File: src/sv/aoc_pkg.sv
// package: pixel item types and widths for the alpha over compositor
`default_nettype none

package aoc_pkg;

    localparam int ChW = 8;
    localparam int ChMax = 255;
    localparam int Colours = 3;
    localparam int WeightW = 2 * ChW;
    localparam int ProdW = 3 * ChW;
    localparam int DvdW = ProdW + 1;
    localparam int DvsW = WeightW + 1;
    localparam int BitsPerStage = 2;
    localparam int DivStages = ChW / BitsPerStage;
    localparam int FrontStages = 3;
    localparam int Stages = FrontStages + DivStages;
    localparam int AlphaBias = ChMax / 2;

    typedef struct packed {
        logic [ChW-1:0] fg_blue;
        logic [ChW-1:0] fg_green;
        logic [ChW-1:0] fg_red;
        logic [ChW-1:0] fg_alpha;
        logic [ChW-1:0] bg_blue;
        logic [ChW-1:0] bg_green;
        logic [ChW-1:0] bg_red;
        logic [ChW-1:0] bg_alpha;
    } pix_in_t;

    typedef struct packed {
        logic [ChW-1:0] out_blue;
        logic [ChW-1:0] out_green;
        logic [ChW-1:0] out_red;
        logic [ChW-1:0] out_alpha;
    } pix_out_t;

endpackage

`default_nettype wire

File: src/sv/alpha_over_compositor.sv
// top level: pipelined porter-duff over of two straight-alpha bgra pixels
//
// src channel takes one item of foreground and background pixels, dst
// channel returns one composited pixel per item. each channel uses
// valid and stall; an item moves on an edge with valid high and stall low.
// the pipeline is seven register stages deep: weights, products, dividend
// set-up and alpha, then four divider stages resolving two quotient bits
// each. an item passes the stages in that order, and dst_valid is the valid
// bit of the last divider stage.
// throughput is one item per clock while dst is not stalled; the restoring
// divider lanes (three colours) each advance one stage per cycle unless held.
// colour is round-half-up of the alpha-weighted mean, alpha is rounded
// af + ab*(255-af)/255 by shift and add; with both alphas zero the result
// is all zero.
// reset clears only the stage valid bits, so the block comes up empty.
// when dst stalls, stages that hold an item keep it, empty stages still
// fill, and src stall rises only once every stage ahead is occupied.
`default_nettype none

module alpha_over_compositor (
    input  wire logic             clk,
    input  wire logic             rst_n,
    input  wire logic             src_valid,
    output      logic             src_stall,
    input  wire aoc_pkg::pix_in_t src_data,
    output      logic             dst_valid,
    input  wire logic             dst_stall,
    output      aoc_pkg::pix_out_t dst_data
);

    logic [aoc_pkg::Stages-1:0] valid_reg;
    logic [aoc_pkg::Stages-1:0] valid_next;
    logic [aoc_pkg::Stages:0]   adv;

    // stage 1: weights
    logic [aoc_pkg::ChW-1:0]     s1_cf_reg [aoc_pkg::Colours];
    logic [aoc_pkg::ChW-1:0]     s1_cb_reg [aoc_pkg::Colours];
    logic [aoc_pkg::WeightW-1:0] s1_fw_reg, s1_fw_next;
    logic [aoc_pkg::WeightW-1:0] s1_bw_reg, s1_bw_next;

    // stage 2: products
    logic [aoc_pkg::ProdW-1:0]   s2_pf_reg [aoc_pkg::Colours];
    logic [aoc_pkg::ProdW-1:0]   s2_pb_reg [aoc_pkg::Colours];
    logic [aoc_pkg::ProdW-1:0]   s2_pf_next [aoc_pkg::Colours];
    logic [aoc_pkg::ProdW-1:0]   s2_pb_next [aoc_pkg::Colours];
    logic [aoc_pkg::WeightW-1:0] s2_den_reg, s2_den_next;

    // stage 3: dividend and divisor per colour lane, alpha
    logic [aoc_pkg::DvdW-1:0] s3_rem_reg  [aoc_pkg::Colours];
    logic [aoc_pkg::DvsW-1:0] s3_dvs_reg  [aoc_pkg::Colours];
    logic [aoc_pkg::DvdW-1:0] s3_rem_next [aoc_pkg::Colours];
    logic [aoc_pkg::DvsW-1:0] s3_dvs_next [aoc_pkg::Colours];
    logic [aoc_pkg::ChW-1:0]  s3_alpha_reg, s3_alpha_next;
    logic                     s3_zero_reg, s3_zero_next;

    // handshake chain
    always_comb
    begin
        adv[aoc_pkg::Stages] = !dst_stall;
        for (int k = aoc_pkg::Stages - 1; k >= 0; k--)
        begin
            adv[k] = !valid_reg[k] || adv[k+1];
        end
        if (adv[0])
        begin
            valid_next[0] = src_valid;
        end
        else
        begin
            valid_next[0] = valid_reg[0];
        end
        for (int k = 1; k < aoc_pkg::Stages; k++)
        begin
            if (adv[k])
            begin
                valid_next[k] = valid_reg[k-1];
            end
            else
            begin
                valid_next[k] = valid_reg[k];
            end
        end
    end

    assign src_stall = !adv[0];
    assign dst_valid = valid_reg[aoc_pkg::Stages-1];

    always_ff @(posedge clk or negedge rst_n)
    begin
        if (!rst_n)
        begin
            valid_reg <= '0;
        end
        else
        begin
            valid_reg <= valid_next;
        end
    end

    // stage 1
    always_comb
    begin
        s1_fw_next = {src_data.fg_alpha, {aoc_pkg::ChW{1'b0}}}
                   - {{aoc_pkg::ChW{1'b0}}, src_data.fg_alpha};
        s1_bw_next = {{aoc_pkg::ChW{1'b0}}, src_data.bg_alpha}
                   * {{aoc_pkg::ChW{1'b0}}, ~src_data.fg_alpha};
    end

    always_ff @(posedge clk)
    begin
        if (adv[0])
        begin
            s1_cf_reg[0] <= src_data.fg_blue;
            s1_cf_reg[1] <= src_data.fg_green;
            s1_cf_reg[2] <= src_data.fg_red;
            s1_cb_reg[0] <= src_data.bg_blue;
            s1_cb_reg[1] <= src_data.bg_green;
            s1_cb_reg[2] <= src_data.bg_red;
            s1_fw_reg    <= s1_fw_next;
            s1_bw_reg    <= s1_bw_next;
        end
    end

    // stage 2
    always_comb
    begin
        for (int c = 0; c < aoc_pkg::Colours; c++)
        begin
            s2_pf_next[c] = {{aoc_pkg::WeightW{1'b0}}, s1_cf_reg[c]}
                          * {{aoc_pkg::ChW{1'b0}}, s1_fw_reg};
            s2_pb_next[c] = {{aoc_pkg::WeightW{1'b0}}, s1_cb_reg[c]}
                          * {{aoc_pkg::ChW{1'b0}}, s1_bw_reg};
        end
        s2_den_next = aoc_pkg::WeightW'({1'b0, s1_fw_reg} + {1'b0, s1_bw_reg});
    end

    always_ff @(posedge clk)
    begin
        if (adv[1])
        begin
            s2_pf_reg  <= s2_pf_next;
            s2_pb_reg  <= s2_pb_next;
            s2_den_reg <= s2_den_next;
        end
    end

    // stage 3: 2*num + den over 2*den, alpha is (den + 127) / 255 by shift and add
    always_comb
    begin
        logic [aoc_pkg::DvdW-1:0]    num;
        logic [aoc_pkg::WeightW-1:0] asum;
        for (int c = 0; c < aoc_pkg::Colours; c++)
        begin
            num = {1'b0, s2_pf_reg[c]} + {1'b0, s2_pb_reg[c]};
            s3_rem_next[c] = {num[aoc_pkg::DvdW-2:0], 1'b0}
                           + aoc_pkg::DvdW'(s2_den_reg);
            s3_dvs_next[c] = {s2_den_reg, 1'b0};
        end
        asum = s2_den_reg + aoc_pkg::WeightW'(aoc_pkg::AlphaBias);
        asum = asum + (asum >> aoc_pkg::ChW) + aoc_pkg::WeightW'(1);
        s3_alpha_next = asum[aoc_pkg::WeightW-1:aoc_pkg::ChW];
        s3_zero_next = (s2_den_reg == '0);
    end

    always_ff @(posedge clk)
    begin
        if (adv[2])
        begin
            s3_rem_reg   <= s3_rem_next;
            s3_dvs_reg   <= s3_dvs_next;
            s3_alpha_reg <= s3_alpha_next;
            s3_zero_reg  <= s3_zero_next;
        end
    end

    // restoring division, two quotient bits per stage
    for (genvar gs = 0; gs < aoc_pkg::DivStages; gs++)
    begin : g_div
        logic [aoc_pkg::DvdW-1:0] rem_in   [aoc_pkg::Colours];
        logic [aoc_pkg::DvsW-1:0] dvs_in   [aoc_pkg::Colours];
        logic [aoc_pkg::ChW-1:0]  quo_in   [aoc_pkg::Colours];
        logic [aoc_pkg::ChW-1:0]  alpha_in;
        logic                     zero_in;
        logic [aoc_pkg::DvdW-1:0] rem_next [aoc_pkg::Colours];
        logic [aoc_pkg::ChW-1:0]  quo_next [aoc_pkg::Colours];
        logic [aoc_pkg::ChW-1:0]  quo_reg  [aoc_pkg::Colours];
        logic [aoc_pkg::ChW-1:0]  alpha_reg;
        logic                     zero_reg;

        if (gs == 0)
        begin : g_head
            always_comb
            begin
                rem_in   = s3_rem_reg;
                dvs_in   = s3_dvs_reg;
                quo_in   = '{default: '0};
                alpha_in = s3_alpha_reg;
                zero_in  = s3_zero_reg;
            end
        end
        else
        begin : g_tail
            always_comb
            begin
                rem_in   = g_div[gs-1].g_keep.rem_reg;
                dvs_in   = g_div[gs-1].g_keep.dvs_reg;
                quo_in   = g_div[gs-1].quo_reg;
                alpha_in = g_div[gs-1].alpha_reg;
                zero_in  = g_div[gs-1].zero_reg;
            end
        end

        always_comb
        begin
            logic [aoc_pkg::DvdW-1:0] r;
            logic [aoc_pkg::DvdW-1:0] d;
            logic [aoc_pkg::ChW-1:0]  q;
            int                       idx;
            for (int l = 0; l < aoc_pkg::Colours; l++)
            begin
                r = rem_in[l];
                q = quo_in[l];
                for (int b = 0; b < aoc_pkg::BitsPerStage; b++)
                begin
                    idx = aoc_pkg::ChW - 1 - aoc_pkg::BitsPerStage * gs - b;
                    d = aoc_pkg::DvdW'(dvs_in[l]) << idx;
                    if (r >= d)
                    begin
                        r = r - d;
                        q[idx[$clog2(aoc_pkg::ChW)-1:0]] = 1'b1;
                    end
                end
                rem_next[l] = r;
                quo_next[l] = q;
            end
        end

        always_ff @(posedge clk)
        begin
            if (adv[aoc_pkg::FrontStages + gs])
            begin
                quo_reg   <= quo_next;
                alpha_reg <= alpha_in;
                zero_reg  <= zero_in;
            end
        end

        if (gs < aoc_pkg::DivStages - 1)
        begin : g_keep
            logic [aoc_pkg::DvdW-1:0] rem_reg [aoc_pkg::Colours];
            logic [aoc_pkg::DvsW-1:0] dvs_reg [aoc_pkg::Colours];

            always_ff @(posedge clk)
            begin
                if (adv[aoc_pkg::FrontStages + gs])
                begin
                    rem_reg <= rem_next;
                    dvs_reg <= dvs_in;
                end
            end
        end
    end

    // output
    always_comb
    begin
        logic zero;
        zero = g_div[aoc_pkg::DivStages-1].zero_reg;
        dst_data.out_blue  = zero ? '0 : g_div[aoc_pkg::DivStages-1].quo_reg[0];
        dst_data.out_green = zero ? '0 : g_div[aoc_pkg::DivStages-1].quo_reg[1];
        dst_data.out_red   = zero ? '0 : g_div[aoc_pkg::DivStages-1].quo_reg[2];
        dst_data.out_alpha = g_div[aoc_pkg::DivStages-1].alpha_reg;
    end

    // a free receiver never holds back the source
    a_no_stall_when_free: assert property (@(posedge clk) disable iff (!rst_n)
        !dst_stall |-> !src_stall)
        else $error("src stalled while dst is free");

    // an empty first stage always takes an item
    a_first_stage_open: assert property (@(posedge clk) disable iff (!rst_n)
        !valid_reg[0] |-> !src_stall)
        else $error("src stalled with first stage empty");

    // zero result alpha only comes from a zero denominator
    a_clear_pixel: assert property (@(posedge clk) disable iff (!rst_n)
        (dst_valid && dst_data.out_alpha == '0) |->
            (dst_data.out_blue == '0 && dst_data.out_green == '0
             && dst_data.out_red == '0))
        else $error("transparent result carries colour");

    // a stalled result stays in the last stage
    a_hold_last: assert property (@(posedge clk) disable iff (!rst_n)
        (dst_valid && dst_stall) |=> dst_valid)
        else $error("stalled result dropped");

endmodule

`default_nettype wire
File: config.mk
export PLATFORM = sky130hd
export DESIGN_NAME = alpha_over_compositor
export DESIGN_NICKNAME = d
export VERILOG_FILES = /design/src/sv/aoc_pkg.sv /design/src/sv/alpha_over_compositor.sv
export SDC_FILE = /design/constraint.sdc
export NUM_CORES = 2
export LEC_CHECK = 0
export ABC_CLOCK_PERIOD_IN_PS = 16500
export BUFFER_PORTS_ARGS = -buffer_cell sky130_fd_sc_hd__buf_2
export CAP_MARGIN = 5
export CORE_MARGIN = 2
export CORE_UTILIZATION = 54
export DETAILED_ROUTE_END_ITERATION = 7
export GPL_ROUTABILITY_DRIVEN = 0
export PLACE_DENSITY = 0.7
export SYNTH_ARGS = -nofsm -noshare
export SYNTH_HDL_FRONTEND = slang
export SYNTH_SLANG_ARGS = --single-unit
File: constraint.sdc
create_clock -name clk -period 16.5 [get_ports clk]
set_clock_uncertainty 0.1 [all_clocks]
set_input_delay 3.3 -clock clk [delete_from_list [all_inputs] [get_ports clk]]
set_output_delay 3.3 -clock clk [all_outputs]
set_load 0.01 [all_outputs]
# Word level (Yosys, flattened, before mapping)
# Memories as Yosys holds them, arrays and structs flattened.
# Cells that the tools add are included.
[word_totals]
register_bits = 668
ram_bits = 48
in_bits = 68
output_inout_bits = 34
wordCells = 187
memories = 2
[memory_table]
columns = ["name", "depth", "word_bits", "read_ports", "rd_clocked_by_memory_dff", "write_ports", "line", "text"]
rows = [
  ["s1_cb_reg", 3, 8, 3, 0, 3, "alpha_over_compositor.sv:37", "logic [aoc_pkg::ChW-1:0] s1_cb_reg [aoc_pkg::Colours];"],
  ["s1_cf_reg", 3, 8, 3, 0, 3, "alpha_over_compositor.sv:36", "logic [aoc_pkg::ChW-1:0] s1_cf_reg [aoc_pkg::Colours];"],
]
[op_classes]
n_addsub = 32
mul = 7
n_lt_le_gt_ge = 24
muxes = 32
bitwise = 1
n_reduce_logical = 17
[ops]
columns = ["cell", "count"]
rows = [
  ["25-bit two-way mux", 21],
  ["8-bit by 16-bit multiplier with 24-bit output", 6],
  ["25-bit by 16-bit adder with 25-bit output", 3],
  ["25-bit by 17-bit greater-or-equal comparator with 1-bit output", 3],
  ["25-bit by 18-bit greater-or-equal comparator with 1-bit output", 3],
  ["25-bit by 19-bit greater-or-equal comparator with 1-bit output", 3],
  ["25-bit by 20-bit greater-or-equal comparator with 1-bit output", 3],
  ["25-bit by 21-bit greater-or-equal comparator with 1-bit output", 3],
  ["25-bit by 22-bit greater-or-equal comparator with 1-bit output", 3],
  ["25-bit by 23-bit greater-or-equal comparator with 1-bit output", 3],
  ["25-bit by 24-bit greater-or-equal comparator with 1-bit output", 3],
  ["25-bit by 18-bit subtractor with 25-bit output", 3],
  ["25-bit by 19-bit subtractor with 25-bit output", 3],
  ["25-bit by 20-bit subtractor with 25-bit output", 3],
  ["25-bit by 21-bit subtractor with 25-bit output", 3],
  ["25-bit by 22-bit subtractor with 25-bit output", 3],
  ["25-bit by 23-bit subtractor with 25-bit output", 3],
  ["25-bit by 24-bit subtractor with 25-bit output", 3],
  ["24-bit adder", 3],
  ["8-bit two-way mux", 3],
  ["16-bit by 1-bit adder with 16-bit output (second input constant)", 1],
  ["16-bit adder", 1],
  ["16-bit by 7-bit adder with 16-bit output (second input constant)", 1],
  ["16-bit by 8-bit adder with 16-bit output", 1],
  ["other kinds (7)", 28],
]

# Depth between registers and ports, before layout
[logic_depth]
word_depth = 10
depth_mapped = 27
depth_no_buf = 25

# Worst setup path after synthesis
# OpenSTA, ideal clock, no wires.
[synth_path]
path_type = "input -> output"
start = "input port dst_stall"
end = "output port src_stall"
arrival_ns = 6.637
required_time_ns = 13.100
slack_ns = 6.463
cell_stages = 4
n_path_buf = 0
cell_sequence = "and3_1 and3_1 nand4_1 inv_1"
[synth_between]
elab_chain_cells = 9
[synth_rtl]
columns = ["element", "line", "text"]
rows = [
  ["from (decl)", "alpha_over_compositor.sv:27", "input wire logic dst_stall,"],
  ["1-bit logical NOT", "alpha_over_compositor.sv:59", "adv[aoc_pkg::Stages] = !dst_stall;"],
  ["1-bit logical OR (7 in a row)", "alpha_over_compositor.sv:62", "adv[k] = !valid_reg[k] || adv[k+1];"],
  ["1-bit logical NOT", "alpha_over_compositor.sv:85", "assign src_stall = !adv[0];"],
  ["to (decl)", "alpha_over_compositor.sv:24", "output logic src_stall,"],
]
# No other way between the ends.

# Worst setup path in the final report
# Ends and elaborated chain as after synthesis.

==> impl_metrics.csv <==
group,metric,value,unit
run_status,status,"finished, final reports clean",
route,vias,56432,
floorplan,coreArea,0.139,mm^2
logic_synthesis,yosys-top-cells-area,"edfxtp_1, fa_1, ha_1",
floorplan,die_y,378,um
clock_tree,ctsHoldBuffers,0,
worst_setup_path,max_stage_delay,420,ps
cells_and_area,final_layout_size_suffix_gt1_frac,0.0647,
route,met3WireLength,8430,um
clock_tree,cts_tree,"yes",
timing,worstMarginPinSlew,1160,ps
min_path,min_to,"g_div[3].alpha_reg[0]",
clock_tree,insertion_delay,720,ps
worst_setup_path,rr_startpoint,"g_div[0].$15.d[8]",
clock_tree,max-clock-path-buffers,3,
min_path,hold_path.class,"flop to flop",
floorplan,fp.dieW,378,um
timing,max_freq,123,MHz
route,antenna_left,0,
timing,slew_violations,0,
logic_synthesis,syn-num-nets,9238,
worst_setup_path,arrival,4710,ps
min_path,hold_path_startpoint,"g_div[2].alpha_reg[0]",
clock_tree,clock-root-buffer,"clkbuf_16",
worst_setup_path,end_kind,"output port",
timing,hold_violations,0,
logic_synthesis,yosysTopAreaCellShare,0.277,
worst_setup_path,crit_slowest_cell,"and3_1",
route,drc,0,
worst_setup_path,cp_max_fo,18,
global_routing,antenna_found_initial,2,
global_routing,grt_pass1_vias,56819,
cells_and_area,nNetsFinal,9307,
logic_synthesis,seq_area_frac_synth,0.280,
timing,final-setup-viol-count,0,
route,wl_per_cell,19.5,um
logic_synthesis,synthFlopType,"edfxtp_1",
route,drt_wl_total,191000,um
worst_setup_path,worstReg2RegEnd,"g_div[0].g_keep.rem_reg[40]",
cells_and_area,largest_reg_flops,219,
route,dr.first_iter.drc_count,3563,
cells_and_area,final_cell_mix,"inv_1, ha_1, edfxtp_1",
global_routing,grt_pass1_wl,304000,um
timing,rsz0062_at_grt,"false",
timing,min_period,8110,ps
placement,portBuffers,101,
route,met1_length,77500,um
logic_synthesis,syn_avg_cell_area,9.70,um^2
floorplan,rows,137,
floorplan,die_area,0.143,mm^2
clock_tree,htreeDepth,3,
route,first_pass_iters,6,
cells_and_area,layout_commonest_cell,"inv_1",
floorplan,ios,102,
logic_synthesis,synth_cell_types,111,
route,top_layer_used,"met5",
global_routing,track_usage,0.270,
worst_setup_path,r2r_setup_slack,9360,ps
logic_synthesis,syn_area,0.0755,mm^2
route,wl_met2,91400,um
logic_synthesis,synth_top_area_cell,"edfxtp_1",
logic_synthesis,synthesis.yosys.warnings,0,
worst_setup_path,required,13100,ps
cells_and_area,syn_to_final_growth,7.36,%
clock_tree,cts.reportedPaths.clkPinSlew,60,ps
min_path,min_path_cells,0,
clock_tree,cts_setup_buffers,0,
logic_synthesis,ys_ff_latch,704,
timing,maxSlewHeadroom,0.229,
clock_tree,cts_buffers,87,
global_routing,grt_overflow,0,
worst_setup_path,cp_cell_sequence,"buf_2 > and3_1 > and3_1 > nand4_1 > buf_4 > inv_1 > buf_2",
timing,fin_crit_sh,0.491,
timing,tns,0,ps
worst_setup_path,critPathKind,"input port to output port",
clock_tree,clock-sinks,704,
worst_setup_path,startpoint_type,"input port",
worst_setup_path,ff2ff_path_depth,24,
logic_synthesis,synth_edf_count,697,
job,drv_cap,0,
global_routing,grt_max_degree,76,
clock_tree,cts_resized,0,
placement,dp_hpwl,150000,um
floorplan,initial_core_util,0.542,
cells_and_area,nFillCells,11877,
logic_synthesis,ys_async_sr_fraction,0.00994,
logic_synthesis,synth_cells,7782,
route,drt-vias-per-instance,5.76,
## area by class of cell
cell class	count	area [um^2]	area share
flip-flops and latches	704	21100	0.260
clock buffers	98	2240	0.0276
repair buffers	171	1030	0.0127
clock inverters	63	697	0.00860
diodes	6	15.0	0.000185
inverters	862	3240	0.0400
multi-input cells	6025	50400	0.622
well taps	1876	2350	0.0290
## metal layers
metal	track usage	vias up
met2	0.464	1560
li1	-	27073
met3	0.0268	493
met1	0.327	27302
met4	0.170	4
met5	0	-
## Yosys cell counts, drive strengths merged, types with 69 or more instances
| master | number |
|---|---|
| o21ai | 356 |
| a21oi | 489 |
| a21o | 191 |
| o21a | 78 |
| xor2 | 173 |
| ha | 820 |
| nor2b | 160 |
| nand4 | 69 |
| nor3 | 118 |
| mux2 | 128 |
| nand2 | 625 |
| and2 | 549 |
| nand3 | 99 |
| edfxtp | 697 |
| inv | 862 |
| fa | 568 |
| clkbuf | 161 |
| nor2 | 422 |
| nand2b | 117 |
| xnor2 | 369 |
## cell families (layout without fill, tap and decap cells)
kind of cell,count (synthesis),count (layout),synth area share
AO/OA/AOI/OAI,1543,1543,0.130
AND/OR/NAND/NOR,2397,2397,0.164
other,0,6,0
multiplexers,154,154,0.0236
adder cells (fa/ha/maj),1388,1388,0.286
flip-flops,704,704,0.280
XOR/XNOR,543,543,0.0632
buffers and inverters,1053,1194,0.0537
## critical path: cells and delay by family
family / cells / cell delay (ps)
and+or+nand+nor: 3 / 840
buffers and inverters: 4 / 540
## worst max-delay path by stage
| stage | startpoint | to | slack [ps] | depth (start not counted) |
|---|---|---|---|---|
| 2_1_floorplan | dst_stall | src_stall | 6460 | 4 |
| 3_5_place_dp | dst_stall | src_stall | 8390 | 7 |
| 6_report | dst_stall | src_stall | 8390 | 7 |
| 5_1_grt | dst_stall | src_stall | 8250 | 7 |
| 3_3_place_gp | dst_stall | src_stall | 8400 | 7 |
| 4_1_cts | dst_stall | src_stall | 8380 | 7 |
## per-stage QoR
stage | hold WS (ps) | cells | util | setup slack (ps) | instance area (um^2)
detailed placement | 305 | 9638 | 0.561 | 8390 | 78100
global route | 324 | 9799 | 0.582 | 8250 | 81000
global placement | 302 | 9638 | 0.561 | 8400 | 78100
CTS | 318 | 9799 | 0.582 | 8380 | 81000
finish | 317 | 9805 | 0.582 | 8390 | 81100
floorplan | 300 | 7782 | - | 6460 | 75500
Power is left out: the tool's default activity adds up to more than one toggle a clock period on the data nets, which glitch-free logic cannot reach.
